### config.mk
export PLATFORM = sky130hd
export DESIGN_NAME = rsps_isqrt
export DESIGN_NICKNAME = d
export VERILOG_FILES = /design/src/rsps_isqrt.sv
export SDC_FILE = /design/constraint.sdc
export NUM_CORES = 1
export LEC_CHECK = 0
export ABC_CLOCK_PERIOD_IN_PS = 4400
export BUFFER_PORTS_ARGS = -buffer_cell sky130_fd_sc_hd__buf_2
export CAP_MARGIN = 20
export CORE_MARGIN = 10
export CORE_UTILIZATION = 55
export DETAILED_ROUTE_END_ITERATION = 7
export HOLD_SLACK_MARGIN = 0.08
export PLACE_DENSITY = 0.79
export SLEW_MARGIN = 10
export SYNTH_ARGS = -nofsm -noshare
export SYNTH_HDL_FRONTEND = slang
export SYNTH_SLANG_ARGS = --single-unit
### constraint.sdc
create_clock -name clk -period 4.4 [get_ports clk]
set_clock_uncertainty 0.15 [all_clocks]
set_input_delay 0 -clock clk [delete_from_list [all_inputs] [get_ports clk]]
set_output_delay 0 -clock clk [all_outputs]
set_load 0.01 [all_outputs]
### src/rsps_isqrt.sv
// Pipelined integer square root, one root bit per stage, with sideband.
module rsps_isqrt #(
  parameter int R_BITS = 16,
  parameter int SIDE_W = 1
) (
  input  logic                clk,
  input  logic                rst,
  input  logic                en,
  input  logic                in_valid,
  input  logic [2*R_BITS-1:0] radicand,
  input  logic [SIDE_W-1:0]   side_in,
  output logic                out_valid,
  output logic [R_BITS-1:0]   root,
  output logic [SIDE_W-1:0]   side_out
);

  logic [R_BITS:0]       vld;
  logic [2*R_BITS-1:0]   vv      [0:R_BITS];
  logic [R_BITS:0]       rm      [0:R_BITS];
  logic [R_BITS:0]       rm_next [0:R_BITS];
  logic [R_BITS-1:0]     rt      [0:R_BITS];
  logic [R_BITS-1:0]     rt_next [0:R_BITS];
  logic [SIDE_W-1:0]     side    [0:R_BITS];

  always_comb begin
    logic [R_BITS+2:0] remw;
    logic [R_BITS+2:0] trial;
    logic [R_BITS+2:0] diff;
    remw  = '0;
    trial = '0;
    diff  = '0;
    rm_next[0] = rm[0];
    rt_next[0] = rt[0];
    for (int k = 1; k <= R_BITS; k++) begin
      remw  = {rm[k-1], vv[k-1][2*R_BITS-1 -: 2]};
      trial = {1'b0, rt[k-1], 2'b01};
      diff  = remw - trial;
      if (remw >= trial) begin
        rm_next[k] = diff[R_BITS:0];
        rt_next[k] = {rt[k-1][R_BITS-2:0], 1'b1};
      end else begin
        rm_next[k] = remw[R_BITS:0];
        rt_next[k] = {rt[k-1][R_BITS-2:0], 1'b0};
      end
    end
  end

  always_ff @(posedge clk) begin
    if (rst) begin
      vld <= '0;
    end else if (en) begin
      vld <= {vld[R_BITS-1:0], in_valid};
    end
  end

  always_ff @(posedge clk) begin
    if (en) begin
      vv[0]   <= radicand;
      rm[0]   <= '0;
      rt[0]   <= '0;
      side[0] <= side_in;
      for (int k = 1; k <= R_BITS; k++) begin
        vv[k]   <= vv[k-1] << 2;
        rm[k]   <= rm_next[k];
        rt[k]   <= rt_next[k];
        side[k] <= side[k-1];
      end
    end
  end

  assign out_valid = vld[R_BITS];
  assign root      = rt[R_BITS];
  assign side_out  = side[R_BITS];

endmodule

Word level (Yosys, flattened, before mapping):

Memories as Yosys holds them, arrays and structs flattened.
Index checks and enable logic that the tools add are counted.

* $add $sub $neg: 16
* order comparisons: 16
* multiplexer cells: 34

Operators by type and width (count)
* greater-or-equal comparator 19 x 18 -> 1 bit: 16
* two-way mux 17 bit: 16
* subtractor 17 bit: 16
* two-way mux 1 bit: 18

* input bits: 37
* RAM bits: 1122
* word-level logic and storage cells: 71
* bits in registers: 17
* memories kept: 4

Memory list
* vv: depth 17, width 32, read ports 16, clocked after Yosys merged registers in 0, wr ports 17, RTL line 18 `logic [2*R_BITS-1:0] vv [0:R_BITS];`
* rm: depth 17, width 17, read ports 16, clocked after Yosys merged registers in 0, wr ports 17, RTL line 19 `logic [R_BITS:0] rm [0:R_BITS];`
* rt: depth 17, width 16, read ports 17, clocked after Yosys merged registers in 0, wr ports 17, RTL line 21 `logic [R_BITS-1:0] rt [0:R_BITS];`
* side: depth 17, width 1, read ports 17, clocked after Yosys merged registers in 0, wr ports 17, RTL line 23 `logic [SIDE_W-1:0] side [0:R_BITS];`

Depth between registers and ports, before layout:

Gate-level depths: netlist (run 1).
An unclocked memory read counts as a cell.

* depth in word-level cells: 3
* depth in mapped cells: 12

Worst setup path after synthesis (run 1):

No wires, ideal clock.

* path type: flip-flop to flip-flop
* from: mem rm[0][208] in the netlist's numbering
* to: mem rm[0][235] in the netlist's numbering (data pin)
* setup slack: 1.624 ns
* stages on the path, launching flop included: 11
* data required time: 3.984 ns
* arrival: 2.360 ns
* setup time: 0.266 ns
* buffers on the path: 2
* clock period less this slack: 2.776 ns
* cells stage by stage: edfxtp_1 > ha_1 > a2111oi_0 > o21ai_0 > a21boi_0 > a21oi_1 > a31o_2 > buf_2 > buf_2 > nand3_1 > o21ai_0

RTL lines (RTL line)
* start, declared: 19

==> results of run 1 <==
-- stage by stage --
stage / util, % / cell area (um2)
floorplan: - / 30300
global placement: 58.1 / 31500
detailed placement: 58.1 / 31500
CTS: 63.4 / 34400
global route: 63.4 / 34400
finish: 63.4 / 34400
-- layout make-up --
cell class | instances | area (um2) | area share (%)
clock buffers | 88 | 1910 | 5.56
repair buffers | 138 | 1150 | 3.35
multi-input cells | 1349 | 9260 | 26.9
flip-flops and latches | 679 | 20200 | 58.8
well taps | 696 | 871 | 2.53
inverters | 189 | 709 | 2.06
clock inverters | 38 | 283 | 0.822
-- cell families after synthesis --
logic type | Yosys count | share of synthesized area [%]
muxes | 51 | 1.80
buffers and inverters | 218 | 2.78
xor gates and xnor gates | 158 | 4.57
other | 1 | 0.0124
adders and majority gates | 152 | 6.27
and+or+nand+nor | 565 | 9.20
AOI/OAI and AO/OA | 422 | 8.66
DFF | 679 | 66.7
-- metal layers --
layer / GRT usage (%) / vias up / part of all wire [%]
met4: 6.66 / 0 / 2.9
met2: 29.7 / 429 / 50
met5: 0 / - / 0
met3: 3.04 / 125 / 4.6
li1: - / 8683 / -
met1: 20.8 / 8618 / 43
-- power by group --
group	internal [uW]	switching (uW)	leakage, uW
Combinational	982	1280	0.00580
Clock	3220	2440	0.00109
Sequential	7900	357	0.00648
-- placed cells by master, fill, tap and decap left out, types with 6 or more instances in the layout --
master,count
clkinv_1,15
nand2b_1,24
clkbuf_16,73
mux2i_1,22
a31oi_1,7
and3_1,8
o21ai_0,91
nor2_1,191
clkbuf_1,12
buf_2,53
a211oi_1,9
o21a_1,40
a21boi_0,7
or2_2,7
nand3b_1,6
nand4_1,18
mux2_2,29
o31ai_1,18
ha_1,152
xor2_1,82
dfxtp_1,17
edfxtp_1,662
nor3_1,49
nand3_1,37
or3_1,12
xnor2_1,76
clkinv_2,16
inv_1,186
dlygate4sd3_1,72
and2_1,13
a21o_1,36
a21oi_1,147
or4_1,11
o21bai_1,8
nor4_1,27
buf_4,7
nor2b_1,22
nand2_1,114
o211ai_1,8
-- worst paths after layout --
check	start	endpoint	slack [ns]	cells after the start
hold / removal	rst	vld[1]	0.15	3
hold reg to reg	vv[0][171]	vv[0][205]	0.26	0
setup reg to reg	rm[0][222]	rm[0][249]	0.99	8
setup / recovery	rm[0][222]	rm[0][249]	0.99	8
-- flip-flops by register name (all words and copies together), names as in the netlist --
name and flops:
rm 237, vld 17, rt 136, vv 272, side 17
-- worst reg2reg max path, cell delays in order, from the launching register on --
cell and delay [ns]:
edfxtp_1 0.40, ha_1 0.37, o21ai_0 0.14, a21oi_1 0.40
o21bai_1 0.17, a211oi_1 0.53, nor3_1 0.15, inv_1 0.45
mux2_2 0.41
-- what timing repair did --
item                                   CTS  global route
hold buffers                            72             0
endpoints found under the hold margin  142             0
setup buffers                            0             0
==> results by group, run 1 <==
Yosys
  – Yosys cell types: 77
  – Yosys top cell by area: edfxtp_1
  – Mean Syn Cell Area: approximately 13 um2
  – Top cells by area, synth: edfxtp_1 (66%), ha_1 (6.3%), a21oi_1 (2.4%)
  – Primary FF master, synth: edfxtp_1
  – Post-synth top cells: edfxtp_1 (662), nor2_1 (191), inv_1 (186)
  – Ys async rst share: 0%
  – Post-synth EDFFs: roughly 660
  – Syn Nets: approximately 2400
  – Cell area after synthesis: around 30000 um2
  – Count leader, synth: edfxtp_1
  – Post-synthesis cell count: 2246
  – Seq/Total Area, Yosys: between 60% and 70%
  – Yosys Warn Count: 0
  – Synth Register Bits: between 600 and 700
  – Top-area cell type share of the netlist area: 65.6%

Placement
  – GP Congestion: slightly above 0.9
  – Dpl cells: roughly 3000
  – I/O Buffers: 54
  – DP Worst Slack: about 1.1 ns
  – Detailed placement HPWL: ~35000 um

Timing
  – Final setup vio count: 0
  – Final period util: 77.5%
  – Setup TNS Final: 0 ns
  – RSZ-0062 raised after global routing: no
  – Fin. max-slew vios: 0
  – Hold_ws: 0.149 ns
  – Final hold viol count: 0
  – Slew @ Worst Pin: between 1 and 1.5 ns
  – Slew headroom: about a third
  – PnR worst setup slack: roughly 1 ns
  – Fmax: a little under 0.3 GHz
  – Crit path time final: around 3.4 ns

Cells and area
  – Filler cell count: about 3800
  – Final non-filler cell total: approximately 3200
  – Layout cells sized above 1: under 10%
  – # diodes: 0
  – Final #Nets: approximately 2600
  – Area added between synthesis and finish: 13.5%

CTS
  – Worst-skew pair later-pin latency: 0.61 ns
  – Cts repair resizes: 0
  – CTS H-tree lvls: 3
  – Clk root buf: clkbuf_16
  – Clock Path Buffers: 3
  – CTS tree: yes
  – Worst-path clk slew: 0.06 ns
  – TritonCTS Sinks: ~680
  – Cts bufs inserted: 71

Setup path
  – CP max-delay cell: a211oi_1
  – CP cell instances: ha_1 -> o21ai_0 -> a21oi_1 -> o21bai_1 -> a211oi_1 -> nor3_1 -> inv_1 -> mux2_2
  – CP Max Fanout: 17
  – Bufs and invs on worst path: 1
  – Worst path max stage delay: 0.53 ns
  – CP Data Required Time: 4.61 ns
  – Startpoint Class: register
  – CP endpoint kind: register
  – Crit Path Class: register to register
  – Crit path DAT: 3.61 ns
  – Delay-heaviest family, CP: compound AO/OA/AOI/OAI gates

Global routing
  – Initial antenna violation count: 1
  – First-pass GRT wire length: between 90000 and 100000 um
  – Largest net degree at the start of global routing: 108
  – Vias in the first global route: 18400
  – Overflow after GRT: 0
  – Total track usage: 17.1%

Die
  – Starting Density: a little under three fifths
  – DIE AREA: between 60000 and 70000 um2
  – Die extent in x: 255 um
  – Cell row count: 85
  – IO Count: between 50 and 60
  – Die H: approximately 250 um
  – Core Box Area: 54200 um2

Hold path
  – Min-delay worst type: input pin to register

Detailed routing
  – Initial DRC count: between 1000 and 1500
  – Total iterations of the first detailed-routing run: 5
  – Detail Route Antenna Nets: 0
  – Wire per inst: roughly 17 um
  – Routed WL: between 50000 and 60000 um
  – DRC Markers: 0
  – Vias/cell: 5.62
  – Total number of vias: 17900

Pwr
  – PwrDens: about 470 nW/um2
  – Total power: 16200 uW
  – VDD IR max: 0.000454 V
  – Lkg Pwr: ~0.013 uW

Outcome
  – Outcome: finished, final reports clean

Job
  – Count of maximum capacitance violations: 0
(Power assumes the default switching activity.)
==> run 2: changes to the inputs <==
ABC_CLOCK_PERIOD_IN_PS = 3100   (was 4400)
PLACE_DENSITY = 0.82   (was 0.79)
clock period = 3.1 ns   (was 4.4 ns; I/O delays follow)
==> run 2 against run 1 <==
Routed wire length down 0.97%. Combinational power grew 46%. Critical path depth unchanged.
==> results by group, run 2 (synthesis results as in run 1) <==
Outcome
  – Outcome: finished, final reports clean

Cells and area
  – Layout cells sized above 1: ~10%
  – Commonest non-fill, non-tap cells in the layout: edfxtp_1 (662), nor2_1 (190), inv_1 (185), ha_1 (152), a21oi_1 (145)
  – Commonest non-fill, non-tap cell in the layout: edfxtp_1
  – Final non-filler cell total: between 3000 and 4000
  – # diodes: 0
  – Area added between synthesis and finish: 14.5%
  – Final Util: between 60 and 70%
  – Finished Cell Area: around 35000 um2
  – Largest registers: vv: 272 flops, rm: 237 flops, rt: 136 flops
  – Final #Nets: roughly 2600
  – Max FFs per register: 272
  – Largest Register: vv
  – Filler cell count: between 3000 and 4000

Setup path
  – Delay-heaviest family, CP: simple AND/OR/NAND/NOR gates
  – Worst path max stage delay: between 0.5 and 0.6 ns
  – Crit Path Class: register to register
  – Worst path most repeated cell: or3_1
  – CP Data Required Time: approximately 3.3 ns
  – Crit path DAT: 3.15 ns
  – CP endpoint kind: register
  – Startpoint Class: register
  – CP max-delay cell: or3_1
  – Bufs and invs on worst path: 0
  – CP cell instances: ha_1 -> or3_1 -> o22ai_1 -> o211ai_1 -> or3_1 -> nand3_1 -> nor2_1 -> xor2_1
  – CP Max Fanout: 8

Detailed routing
  – Total iterations of the first detailed-routing run: 6
  – DRC Markers: 0
  – Initial DRC count: 1283
  – Total number of vias: 18000
  – Detail Route Antenna Nets: 0
  – Vias/cell: 5.61
  – Wire per inst: ~17 um
  – Routed WL: ~54000 um

Die
  – Core Box Area: 54200 um2
  – IO Count: 55
  – Starting Density: 55.9%
  – DIE AREA: around 65000 um2
  – Die extent in x: approximately 250 um
  – Die H: 255 um
  – Cell row count: 85

Global routing
  – Overflow after GRT: 0
  – First-pass GRT wire length: ~89000 um
  – Largest net degree at the start of global routing: just over 90
  – Initial antenna violation count: 0
  – Total track usage: between 10% and 20%
  – Vias in the first global route: about 18000

Pwr
  – Switching fraction of total power: roughly 25%
  – Gate power share: between 10% and 20%
  – VDD IR max: about 0.00063 V
  – Int Pwr: about 17000 uW
  – Lkg Pwr: ~0.014 uW
  – Clock share of power: about a third
  – Reg power frac: between 50% and 60%
  – PwrDens: ~670 nW/um2
  – Sw Pwr: slightly below 6000 uW

Timing
  – Final hold viol count: 0
  – Final period util: 95.7%
  – Final setup vio count: 0
  – Crit path time final: a little under 3 ns
  – Slew @ Worst Pin: about 0.7 ns
  – Fmax: approximately 0.34 GHz
  – Slew headroom: between 50% and 60%
  – Setup TNS Final: 0 ns
  – Fin. max-slew vios: 0
  – Hold_ws: roughly 0.15 ns

Hold path
  – Min-delay worst type: input pin to register

Placement
  – Dpl cells: 3005
  – DP Area: around 32000 um2
  – Detailed placement HPWL: 36000 um
  – I/O Buffers: 54
  – GP Congestion: 0.919

CTS
  – CTS tree: yes
  – TritonCTS Sinks: a little under 700
  – Worst-path clk slew: 0.06 ns
  – Cts bufs inserted: a little over 70
  – CTS H-tree lvls: 3
  – Clk root buf: clkbuf_16
  – Worst-skew pair later-pin latency: roughly 0.6 ns
  – Clock Path Buffers: 3

Job
  – Count of maximum capacitance violations: 0
[run 2: cell count changes in the layout (fill, tap and decap cells not counted), moves of 3 or more]
| cell | change |
|---|---|
| buf_4 | +25 |
| clkbuf_1 | +4 |
| clkbuf_8 | -3 |
| inv_6 | +3 |
[run 2: worst paths after layout]
path | cells after the start | to | startpoint | slack [ns]
hold reg to reg | 0 | vv[0][252] | vv[0][218] | 0.25
setup reg to reg | 8 | rm[0][152] | rm[0][119] | 0.13
hold / removal | 3 | vld[10] | rst | 0.15
setup / recovery | 8 | rm[0][152] | rm[0][119] | 0.13
[run 2: area by class of cell]
cell class | count | area [um2] | area share [%]
Clock buffer | 88 | 1860 | 5.36
Sequential cell | 679 | 20200 | 58.2
Timing Repair Buffer | 165 | 1380 | 3.98
Inverter | 189 | 709 | 2.04
Clock inverter | 42 | 359 | 1.03
Tap cell | 696 | 871 | 2.51
Multi-Input combinational cell | 1349 | 9320 | 26.8
[run 2: worst reg2reg max path: stages (launching register included)]
cell	delay, ns
edfxtp_1	0.42
ha_1	0.25
or3_1	0.35
o22ai_1	0.32
o211ai_1	0.27
or3_1	0.54
nand3_1	0.19
nor2_1	0.08
xor2_1	0.14
[run 2: metal layers]
metal	GRT usage [%]	routed length, um	part of all wire [%]
met3	2.91	2830	5.2
met5	0	0	0
met4	6.15	1330	2.4
met2	28.8	27100	50
met1	20.7	23000	42
[run 2: power groups by stage]
stage,combinational [uW],clock [uW],sequential (uW)
finish,3300,8110,11700
detailed placement,3130,0,11900
floorplan,2290,0,11700
global placement,2990,0,11800
global route,3660,8680,11800
CTS,3230,8310,11700
[run 2: through the flow]
| stage | power, uW | setup slack [ns] |
|---|---|---|
| 4_1_cts | 23200 | 0.0136 |
| 3_5_place_dp | 15000 | -0.0519 |
| 5_1_grt | 24100 | -0.00276 |
| 2_1_floorplan | 14000 | 0.324 |
| 6_report | 23100 | 0.134 |
| 3_3_place_gp | 14800 | 0.0817 |
[run 2: timing repair]
| action | in CTS | in global routing |
|---|---|---|
| endpoints found under the setup margin | 5 | 70 |
| setup buffers | 0 | 1 |
| hold buffers | 72 | 0 |
| hold endpoints to repair | 261 | 0 |
| resized for setup | 1 | 15 |
| pin swaps | 0 | 1 |
