### config.mk
export PLATFORM = sky130hd
export DESIGN_NAME = rsps_udiv
export DESIGN_NICKNAME = d
export VERILOG_FILES = /design/src/rsps_udiv.sv
export SDC_FILE = /design/constraint.sdc
export NUM_CORES = 1
export LEC_CHECK = 0
export ABC_AREA = 1
export BUFFER_PORTS_ARGS = -buffer_cell sky130_fd_sc_hd__buf_4
export CORE_MARGIN = 4
export CORE_UTILIZATION = 46
export CTS_CLUSTER_DIAMETER = 200
export CTS_CLUSTER_SIZE = 16
export DETAILED_ROUTE_END_ITERATION = 8
export MAX_ROUTING_LAYER = met4
export RECOVER_POWER = 50
export SYNTH_ARGS = -nofsm -noshare
export SYNTH_HDL_FRONTEND = slang
export SYNTH_SLANG_ARGS = --single-unit
export TNS_END_PERCENT = 1
### constraint.sdc
create_clock -name clk -period 3.86 [get_ports clk]
set_clock_uncertainty 0.15 [all_clocks]
set_input_delay 0.193 -clock clk [delete_from_list [all_inputs] [get_ports clk]]
set_output_delay 0.193 -clock clk [all_outputs]
set_load 0.005 [all_outputs]
### src/rsps_udiv.sv
// Pipelined unsigned restoring divider, one quotient bit per stage, with sideband.
module rsps_udiv #(
  parameter int N_BITS = 32,
  parameter int D_BITS = 16,
  parameter int Q_BITS = 16,
  parameter int SIDE_W = 1
) (
  input  logic              clk,
  input  logic              rst,
  input  logic              en,
  input  logic              in_valid,
  input  logic [N_BITS-1:0] dividend,
  input  logic [D_BITS-1:0] divisor,
  input  logic [SIDE_W-1:0] side_in,
  output logic              out_valid,
  output logic [Q_BITS-1:0] quotient,
  output logic              ovf,
  output logic [SIDE_W-1:0] side_out
);

  localparam int W = (N_BITS > D_BITS + Q_BITS) ? N_BITS : D_BITS + Q_BITS;

  logic [Q_BITS:0]   vld;
  logic [Q_BITS:0]   ovs;
  logic [W-1:0]      rem      [0:Q_BITS];
  logic [W-1:0]      rem_next [0:Q_BITS];
  logic [D_BITS-1:0] dvs      [0:Q_BITS];
  logic [Q_BITS-1:0] quo      [0:Q_BITS];
  logic [Q_BITS-1:0] quo_next [0:Q_BITS];
  logic [SIDE_W-1:0] side     [0:Q_BITS];
  logic              ovf_in;

  assign ovf_in = W'(dividend) >= (W'(divisor) << Q_BITS);

  always_comb begin
    logic [W-1:0] trial;
    trial = '0;
    rem_next[0] = rem[0];
    quo_next[0] = quo[0];
    for (int k = 1; k <= Q_BITS; k++) begin
      trial = W'(dvs[k-1]) << (Q_BITS - k);
      if (rem[k-1] >= trial) begin
        rem_next[k] = rem[k-1] - trial;
        quo_next[k] = quo[k-1] | (Q_BITS'(1) << (Q_BITS - k));
      end else begin
        rem_next[k] = rem[k-1];
        quo_next[k] = quo[k-1];
      end
    end
  end

  always_ff @(posedge clk) begin
    if (rst) begin
      vld <= '0;
    end else if (en) begin
      vld <= {vld[Q_BITS-1:0], in_valid};
    end
  end

  always_ff @(posedge clk) begin
    if (en) begin
      rem[0]  <= W'(dividend);
      dvs[0]  <= divisor;
      quo[0]  <= '0;
      side[0] <= side_in;
      ovs     <= {ovs[Q_BITS-1:0], ovf_in};
      for (int k = 1; k <= Q_BITS; k++) begin
        rem[k]  <= rem_next[k];
        dvs[k]  <= dvs[k-1];
        quo[k]  <= quo_next[k];
        side[k] <= side[k-1];
      end
    end
  end

  assign out_valid = vld[Q_BITS];
  assign quotient  = quo[Q_BITS];
  assign ovf       = ovs[Q_BITS];
  assign side_out  = side[Q_BITS];

endmodule

* Yosys cells after proc, flatten, opt, wreduce, memory -nomap -nowiden
Memory sizes are Yosys's and may differ from the RTL's.
Index checks and enable logic that the tools add are counted.
** Word-level totals
- Bits in registers :: 34
- Bits in writable memories :: 1105
- Memories kept :: 4
** Cells by class
- Add/subtract/negate cells :: 16
- $lt $le $gt $ge :: 17
- Mux-type cells :: 34
** Memories
- rem :: depth 17, width 32, rd ports 16, clocked after Yosys merged registers in 0, wr ports 17, RTL line 25 : logic [W-1:0] rem [0:Q_BITS];
- dvs :: depth 17, width 16, rd ports 16, clocked after Yosys merged registers in 0, wr ports 17, RTL line 27 : logic [D_BITS-1:0] dvs [0:Q_BITS];
- quo :: depth 17, width 16, rd ports 17, clocked after Yosys merged registers in 0, wr ports 17, RTL line 28 : logic [Q_BITS-1:0] quo [0:Q_BITS];
- side :: depth 17, width 1, rd ports 17, clocked after Yosys merged registers in 0, wr ports 17, RTL line 30 : logic [SIDE_W-1:0] side [0:Q_BITS];
** Operators with widths (count)
- 32-bit two-way mux :: 16
- 32-bit by 16-bit greater-or-equal comparator with 1-bit output :: 1
- 32-bit by 17-bit greater-or-equal comparator with 1-bit output :: 1
- 32-bit by 18-bit greater-or-equal comparator with 1-bit output :: 1
- 32-bit by 19-bit greater-or-equal comparator with 1-bit output :: 1
- 32-bit by 20-bit greater-or-equal comparator with 1-bit output :: 1
- 32-bit by 21-bit greater-or-equal comparator with 1-bit output :: 1
- 32-bit by 22-bit greater-or-equal comparator with 1-bit output :: 1
- 32-bit by 23-bit greater-or-equal comparator with 1-bit output :: 1
- 32-bit by 24-bit greater-or-equal comparator with 1-bit output :: 1
- 32-bit by 25-bit greater-or-equal comparator with 1-bit output :: 1
- 32-bit by 26-bit greater-or-equal comparator with 1-bit output :: 1
- 32-bit by 27-bit greater-or-equal comparator with 1-bit output :: 1
- 32-bit by 28-bit greater-or-equal comparator with 1-bit output :: 1
- 32-bit by 29-bit greater-or-equal comparator with 1-bit output :: 1
- 32-bit by 30-bit greater-or-equal comparator with 1-bit output :: 1
- 32-bit by 31-bit greater-or-equal comparator with 1-bit output :: 1
- 32-bit greater-or-equal comparator :: 1
- 32-bit by 16-bit subtractor with 32-bit output :: 1
- 32-bit by 17-bit subtractor with 32-bit output :: 1
- 32-bit by 18-bit subtractor with 32-bit output :: 1
- 32-bit by 19-bit subtractor with 32-bit output :: 1
- 32-bit by 20-bit subtractor with 32-bit output :: 1
- 32-bit by 21-bit subtractor with 32-bit output :: 1
- 26 further kinds :: 28

* Depth between registers and ports, before layout
Gate-level depths: netlist of run 1.
- Depth in word-level cells :: 2
- Gate-level depth with buffers :: 16
- Gate-level depth less buffers :: 15

* Worst setup path before layout of run 1
OpenSTA, ideal clock, no wires.
- Kind :: reg2reg
- Start point :: memory dvs[7][0], in the netlist dvs[0][112]
- End point :: memory rem[0][273] in the netlist's numbering (data pin)
- Library setup time :: 253 ps
- Data arrival time :: 1896 ps
- Data required time :: 3457 ps
- Slack :: 1561 ps
- Cell stages (with the launch flop) :: 14
- Clock period less this slack :: 2299 ps
- Cells stage by stage :: edfxtp_1 ha_1 fa_1 inv_1 nand3_1 nand3_1 nand3_1 nand2_1 a21oi_2 nand2_1 inv_1 buf_2 nand2_1 nand2_1
** RTL lines (RTL line)
- start: declaration :: 27
- end: declaration :: 25

==> results of run 1 <==
## cell families after synthesis
group	after synthesis
AOI/OAI and AO/OA	464
xor gates and xnor gates	149
adders and majority gates	287
buffers and inverters	1160
DFF	955
and+or+nand+nor	3514
## routing by layer
| layer | track usage, % | routed length [um] | vias to the layer above |
|---|---|---|---|
| met5 | - | 0 | - |
| met4 | 6.33 | 3660 | 0 |
| met3 | 2.80 | 7710 | 203 |
| met2 | 36.9 | 66300 | 1055 |
| met1 | 33.2 | 69000 | 19500 |
| li1 | - | - | 21400 |
## flip-flops by register name, summed over array words and instances (netlist names)
name and cells:
ovs 17, rem 512, vld 17, quo 136, dvs 256, side 17
## worst reg2reg max path, stage by stage, from the launching register on
cell and delay, ns:
edfxtp_1 0.44, ha_1 0.39, nand2_1 0.15, nor2_1 0.41, nand4_1 0.28, nand2_1 0.14
nand2_1 0.07, nand3_1 0.64, o21ai_0 0.19
## synthesized netlist by cell type, drive strengths merged, types with 17 or more instances
cell type,number
nor3,63
o21bai,20
ha,272
xor2,114
a21oi,304
or2,18
nand2,2298
inv,1101
xnor2,35
dfxtp,17
buf,54
nand3,401
nand4,100
edfxtp,938
nand3b,42
nor2,564
o21ai,123
## placed cells by master, fill, tap and decap left out, types with 70 or more instances in the layout
master,n
nand2_1,2282
inv_1,1090
edfxtp_1,938
nor2_1,541
nand3_1,391
ha_1,272
a21oi_1,250
xor2_1,114
nand4_1,100
o21ai_0,88
clkbuf_16,70
## where the power goes
group / switching, uW / internal [uW]
Clock: 3550 / 3280
Sequential: 1440 / 13900
Combinational: 9900 / 5000
Total: 14900 / 22200
## stage by stage
step	area (um^2)	power [uW]	std cells	setup WS (ns)	hold slack, ns
3_5_place_dp	57800	30300	8185	0.665	0.227
6_report	59900	37100	8321	0.526	0.136
3_3_place_gp	57800	30200	8185	0.693	0.224
2_1_floorplan	55400	25700	6529	1.56	0.142
4_1_cts	60200	37300	8320	0.681	0.0522
5_1_grt	59900	40000	8321	0.232	0.132
## cell type report
type | instances | area, um^2 | share of cell area [%]
antenna | 1 | 2.50 | 0.00418
timing repair buffer | 156 | 1150 | 1.92
multi-input combinational | 4414 | 22200 | 37.1
inverter | 1102 | 4140 | 6.91
clock inverter | 7 | 108 | 0.180
tap | 1612 | 2020 | 3.37
sequential | 955 | 28500 | 47.6
clock buffer | 74 | 1770 | 2.95
## final timing paths
| kind | from | to | slack [ns] | cells past startpoint |
|---|---|---|---|---|
| worst max-delay path | en | dvs[0][79] | 0.53 | 4 |
| worst min-delay path | side_in | side[0][0] | 0.14 | 2 |
| worst max register to register | rem[0][142] | rem[0][171] | 0.72 | 8 |
| worst min register to register | quo[14][9] | quo[15][9] | 0.25 | 0 |
## timing repair
| action | in CTS | in global routing |
|---|---|---|
| endpoints found under the hold margin | 111 | 0 |
| hold buffers | 54 | 0 |
| gates resized for setup | 0 | 0 |
==> flow_metrics.py, run 1 <==
metrics = {
    "route": {
        "vias": 42100,
        "drcViolationCount": 0,
        "dr.pass1.iters": 6,
        "antenna_left": 0,
        "drt-initial-drc-count": 3763,
        "routed_wl_mm": 147,
        "routedWlPerCell_um": 17.6,
        "avgViaCountPerCell": 5.06,
    },
    "synthesis": {
        "synth-adder-area-share_pct": 6.69,
        "synth_flop_cell": "edfxtp_1",
        "synthTopCellsByArea": "edfxtp_1 (51%), nand2_1 (15%), inv_1 (7.4%)",
        "synth_top_family_by_area": "simple AND/OR/NAND/NOR gates",
        "syn_area_mm2": 0.0554,
        "synth_compound_area_share_pct": 4.86,
        "synth_area_leader_cell": "edfxtp_1",
        "syn_area_per_cell_um2": 8.48,
        "yosysWarningCount": 0,
        "synthCells": 6529,
        "synth_edf_count": 938,
        "yosys.area_share.simple_pct": 26.3,
        "synth-xor-area-share_pct": 2.36,
        "syn_nets": 6869,
        "muxShareOfSynthArea_pct": 0,
        "yosys.area.top_type_share_pct": 50.9,
        "async_reset_ff_share_pct": 0,
        "yosysUniqueCellTypes": 53,
        "ys_ff_latch": 955,
        "ys_seq_area_share_pct": 51.5,
    },
    "floorplanning": {
        "core_area_mm2": 0.120,
        "initial_utilization_pct": 46.2,
        "die_h_um": 355,
        "io_pins": 72,
        "die-area_mm2": 0.126,
        "die_w_um": 355,
        "rows": 127,
    },
    "setup_path": {
        "critical_path.max_fanout": 65,
        "critPathRequiredTime_ns": 4.00,
        "crit_path_start_kind": "input pin",
        "cp_num_buf_inv": 4,
        "crit_chain": "dlygate4sd3_1 -> buf_8 -> clkbuf_1 -> clkbuf_2",
        "worst-setup-path-type": "input pin to register",
        "cpLargestDelayFamily": "buffers and inverters",
        "critPathCaptureType": "register",
        "crit_slowest_cell": "clkbuf_1",
        "worstPathArrival_ns": 3.48,
        "critPathMaxStageDelay_ns": 1.65,
    },
    "final_layout": {
        "final_util_pct": 50.0,
        "drive_above_1_share_pct": 4.17,
        "fillers": 11500,
        "layout.nets": 7038,
        "synthToLayoutAreaGrowth_pct": 8.23,
    },
    "grt": {
        "grt_first_pass_wirelength_mm": 227,
        "antenna_found_initial": 4,
        "overflow": 0,
        "grt_max_degree": 119,
        "track_usage_pct": 23.7,
        "grt_pass1_vias": 39900,
    },
    "clocking": {
        "post_cts_buffers": 0,
        "clock_sinks": 955,
        "cts_htree_levels": 3,
        "clock_latency_ns": 0.65,
        "clkTransAtPathRegs_ns": 0.07,
        "root_buffer": "clkbuf_16",
        "cts_inserted_buffers": 69,
        "clockBufferDepth": 3,
        "cts_tree": "yes",
    },
    "timing": {
        "slew_headroom_pct": -84.5,
        "period_share_pct": 86.4,
        "layout_min_cycle_time_ns": 3.33,
        "hold_viol_final": 0,
        "setup_viol": 0,
        "maxSlewViolCount": 223,
        "tightest_slew_ns": 2.77,
        "rsz0062_at_grt": "false",
        "finalSetupTns_ns": 0,
        "fmax_ghz": 0.300,
    },
    "power_and_ir_drop": {
        "ir_worst_vdd_v": 0.000320,
        "leakage_uw": 0.0272,
        "power_density_mw_per_mm2": 619,
    },
    "status": {
        "status": "complete, but fails checks",
        "failed_checks": "max-capacitance violations, max-slew violations",
    },
    "placed_design": {
        "routabilityCongestion": 0.931,
        "port_buffers": 71,
        "hpwl_mm": 114,
    },
    "worst_hold_path": {
        "hold_path_class": "input pin to register",
    },
    "job": {
        "maxCapViolations": 3,
    },
}
No activity file was read; power rests on OpenSTA's default activity.
==> inputs of run 2 (changes only) <==
--- a/config.mk
+++ b/config.mk
@@ -7,12 +7,16 @@
 export LEC_CHECK = 0
 export ABC_AREA = 1
 export BUFFER_PORTS_ARGS = -buffer_cell sky130_fd_sc_hd__buf_4
+export CELL_PAD_IN_SITES_DETAIL_PLACEMENT = 1
+export CELL_PAD_IN_SITES_GLOBAL_PLACEMENT = 1
 export CORE_MARGIN = 4
 export CORE_UTILIZATION = 46
 export CTS_CLUSTER_DIAMETER = 200
 export CTS_CLUSTER_SIZE = 16
 export DETAILED_ROUTE_END_ITERATION = 8
+export GPL_TIMING_DRIVEN = 0
 export MAX_ROUTING_LAYER = met4
+export PLACE_DENSITY_LB_ADDON = 0.1
 export RECOVER_POWER = 50
 export SYNTH_ARGS = -nofsm -noshare
 export SYNTH_HDL_FRONTEND = slang
==> run 2 against run 1 <==
- the run still ends with max-capacitance violations, max-slew violations left
- highest routed layer unchanged
- power is 1.5% higher
- sequential cell count unchanged
- design area rose by 0.71%
- critical endpoint is now rem[0][438]
- non-clock buffer count rose by 33
- fmax fell by 2.9%
- critical path depth shrank 1
- cell count grew 0.46%
==> flow_metrics.py, run 2 (synthesis results as in run 1) <==
metrics = {
    "timing": {
        "rsz0062_at_grt": "false",
        "layout_min_cycle_time_ns": 3.43,
        "slew_headroom_pct": -81.5,
        "fmax_ghz": 0.291,
        "maxSlewViolCount": 223,
        "tightest_slew_ns": 2.72,
        "finalSetupTns_ns": 0,
        "period_share_pct": 88.9,
        "whs_ns": 0.123,
        "hold_viol_final": 0,
        "setup_viol": 0,
    },
    "grt": {
        "grt_max_degree": 130,
        "track_usage_pct": 26.1,
        "grt_first_pass_wirelength_mm": 250,
        "grt_pass1_vias": 44300,
        "overflow": 0,
        "antenna_found_initial": 3,
    },
    "setup_path": {
        "critPathMaxStageDelay_ns": 1.96,
        "crit_start": "en",
        "crit_slowest_cell": "clkbuf_2",
        "cp_num_buf_inv": 3,
        "rrSetupSlack_ns": 0.82,
        "worst-setup-path-type": "input pin to register",
        "crit_path_start_kind": "input pin",
        "critPathCaptureType": "register",
        "cp_num_cells": 3,
        "crit_chain": "dlygate4sd3_1 -> buf_8 -> clkbuf_2",
        "critPathRequiredTime_ns": 3.93,
        "r2r_end": "rem[0][251]",
        "critical_path.max_fanout": 110,
        "r2r_start": "rem[0][207]",
        "cpLargestDelayFamily": "buffers and inverters",
        "cp-endpoint": "rem[0][438]",
        "reg2reg_depth": 10,
        "worstPathArrival_ns": 3.50,
    },
    "route": {
        "dr.pass1.iters": 6,
        "routedWlPerCell_um": 19.3,
        "avgViaCountPerCell": 5.19,
        "routed_wl_mm": 161,
        "antenna_left": 0,
        "drcViolationCount": 0,
        "vias": 43400,
        "drt-initial-drc-count": 3074,
    },
    "clocking": {
        "post_cts_buffers": 0,
        "clock_latency_ns": 0.68,
        "root_buffer": "clkbuf_16",
        "cts_htree_levels": 3,
        "clkTransAtPathRegs_ns": 0.08,
        "clock_sinks": 955,
        "cts_inserted_buffers": 69,
        "cts_tree": "yes",
        "clockBufferDepth": 3,
    },
    "final_layout": {
        "top_regs": "rem (512), dvs (256), quo (136)",
        "final_util_pct": 50.4,
        "final_cell_area_mm2": 0.0604,
        "synthToLayoutAreaGrowth_pct": 9.00,
        "final_common_cell": "nand2_1",
        "largest_register_ffs": 512,
        "layout_common_cells": "nand2_1 (2282), inv_1 (1090), edfxtp_1 (938)",
        "layout.nets": 7071,
        "drive_above_1_share_pct": 4.63,
        "regMostFlops": "rem",
    },
    "power_and_ir_drop": {
        "pwr-share-seq_pct": 40.8,
        "power_frac_clock_pct": 18.5,
        "p_int_uw": 22200,
        "leakage_uw": 0.0274,
        "switching_share_pct": 40.9,
        "power_density_mw_per_mm2": 623,
        "pwr-share-comb_pct": 40.7,
        "ir_worst_vdd_v": 0.000327,
        "p_sw_uw": 15400,
        "finalPower_uw": 37600,
    },
    "floorplanning": {
        "die-area_mm2": 0.126,
        "io_pins": 72,
        "die_h_um": 355,
        "initial_utilization_pct": 46.2,
        "rows": 127,
        "core_area_mm2": 0.120,
        "die_w_um": 355,
    },
    "placed_design": {
        "dpl_cell_area_mm2": 0.0582,
        "routabilityCongestion": 0.903,
        "hpwl_mm": 127,
        "port_buffers": 70,
    },
    "status": {
        "status": "complete, but fails checks",
        "failed_checks": "max-capacitance violations, max-slew violations",
    },
    "job": {
        "maxCapViolations": 2,
    },
    "worst_hold_path": {
        "hold_path_class": "input pin to register",
    },
}
## run 2: power groups by stage
stage                     registers (uW)  clock network, uW  logic [uW]
after floorplan                    14800                  0       10900
after global placement             15700                  0       14600
after detailed placement           15600                  0       15100
after CTS                          15400               7190       15300
after global routing               15500               7610       17400
final                              15300               6960       15300
## run 2: what timing repair did
action                                 4_1_cts  5_1_grt
hold buffers                                53        0
endpoints found under the hold margin      155        0
gates resized for setup                      0        0
## run 2: layout make-up
class                           instances  area, um^2
Sequential cell                       955       28500
Antenna cell                            3        7.51
Timing Repair Buffer                  131        1050
Clock inverter                          8         159
Tap cell                             1612        2020
Clock buffer                           76        1750
Inverter                             1102        4140
Multi-Input combinational cell       4414       22200
Fill cell                           14400       59400
Buffer                                 58         489
## run 2: per-layer routing
layer  vias up  wire, um  GRT usage (%)  part of all wire (%)
met5         -         0              -                     0
met1     21000     76500           35.8                    47
met3       204      5910           3.04                   3.7
met4         0      3850           6.13                   2.4
met2       700     75000           41.9                    47
li1      21400         -              -                     -
## run 2: how the worst min path moves through the flow
| stage | from | to | slack (ns) | cells after the start |
|---|---|---|---|---|
| detailed placement | side_in | side[0][0] | 0.23 | 1 |
| floorplan | divisor[0] | dvs[0][0] | 0.14 | 0 |
| finish | divisor[11] | dvs[0][11] | 0.12 | 2 |
| global placement | side_in | side[0][0] | 0.22 | 1 |
| CTS | divisor[10] | dvs[0][10] | 0.04 | 2 |
| global route | side_in | side[0][0] | 0.09 | 2 |
## run 2: worst reg2reg max path, stage by stage (launching register included)
cell and delay [ns]:
edfxtp_1 0.42, ha_1 0.39, nand2_1 0.12, nor2_1 0.49
nand4_1 0.29, nand2_1 0.19, nand2_1 0.06, nand3_1 0.08
inv_1 0.08, buf_2 0.21, a21oi_1 0.33
## run 2: metrics by stage
| stage | instances | worst slack [ns] |
|---|---|---|
| finish | 8359 | 0.428 |
| floorplan | 6529 | 1.56 |
| global placement | 8211 | -5.64 |
| detailed placement | 8219 | 0.451 |
| global route | 8359 | 0.249 |
| CTS | 8356 | 0.611 |
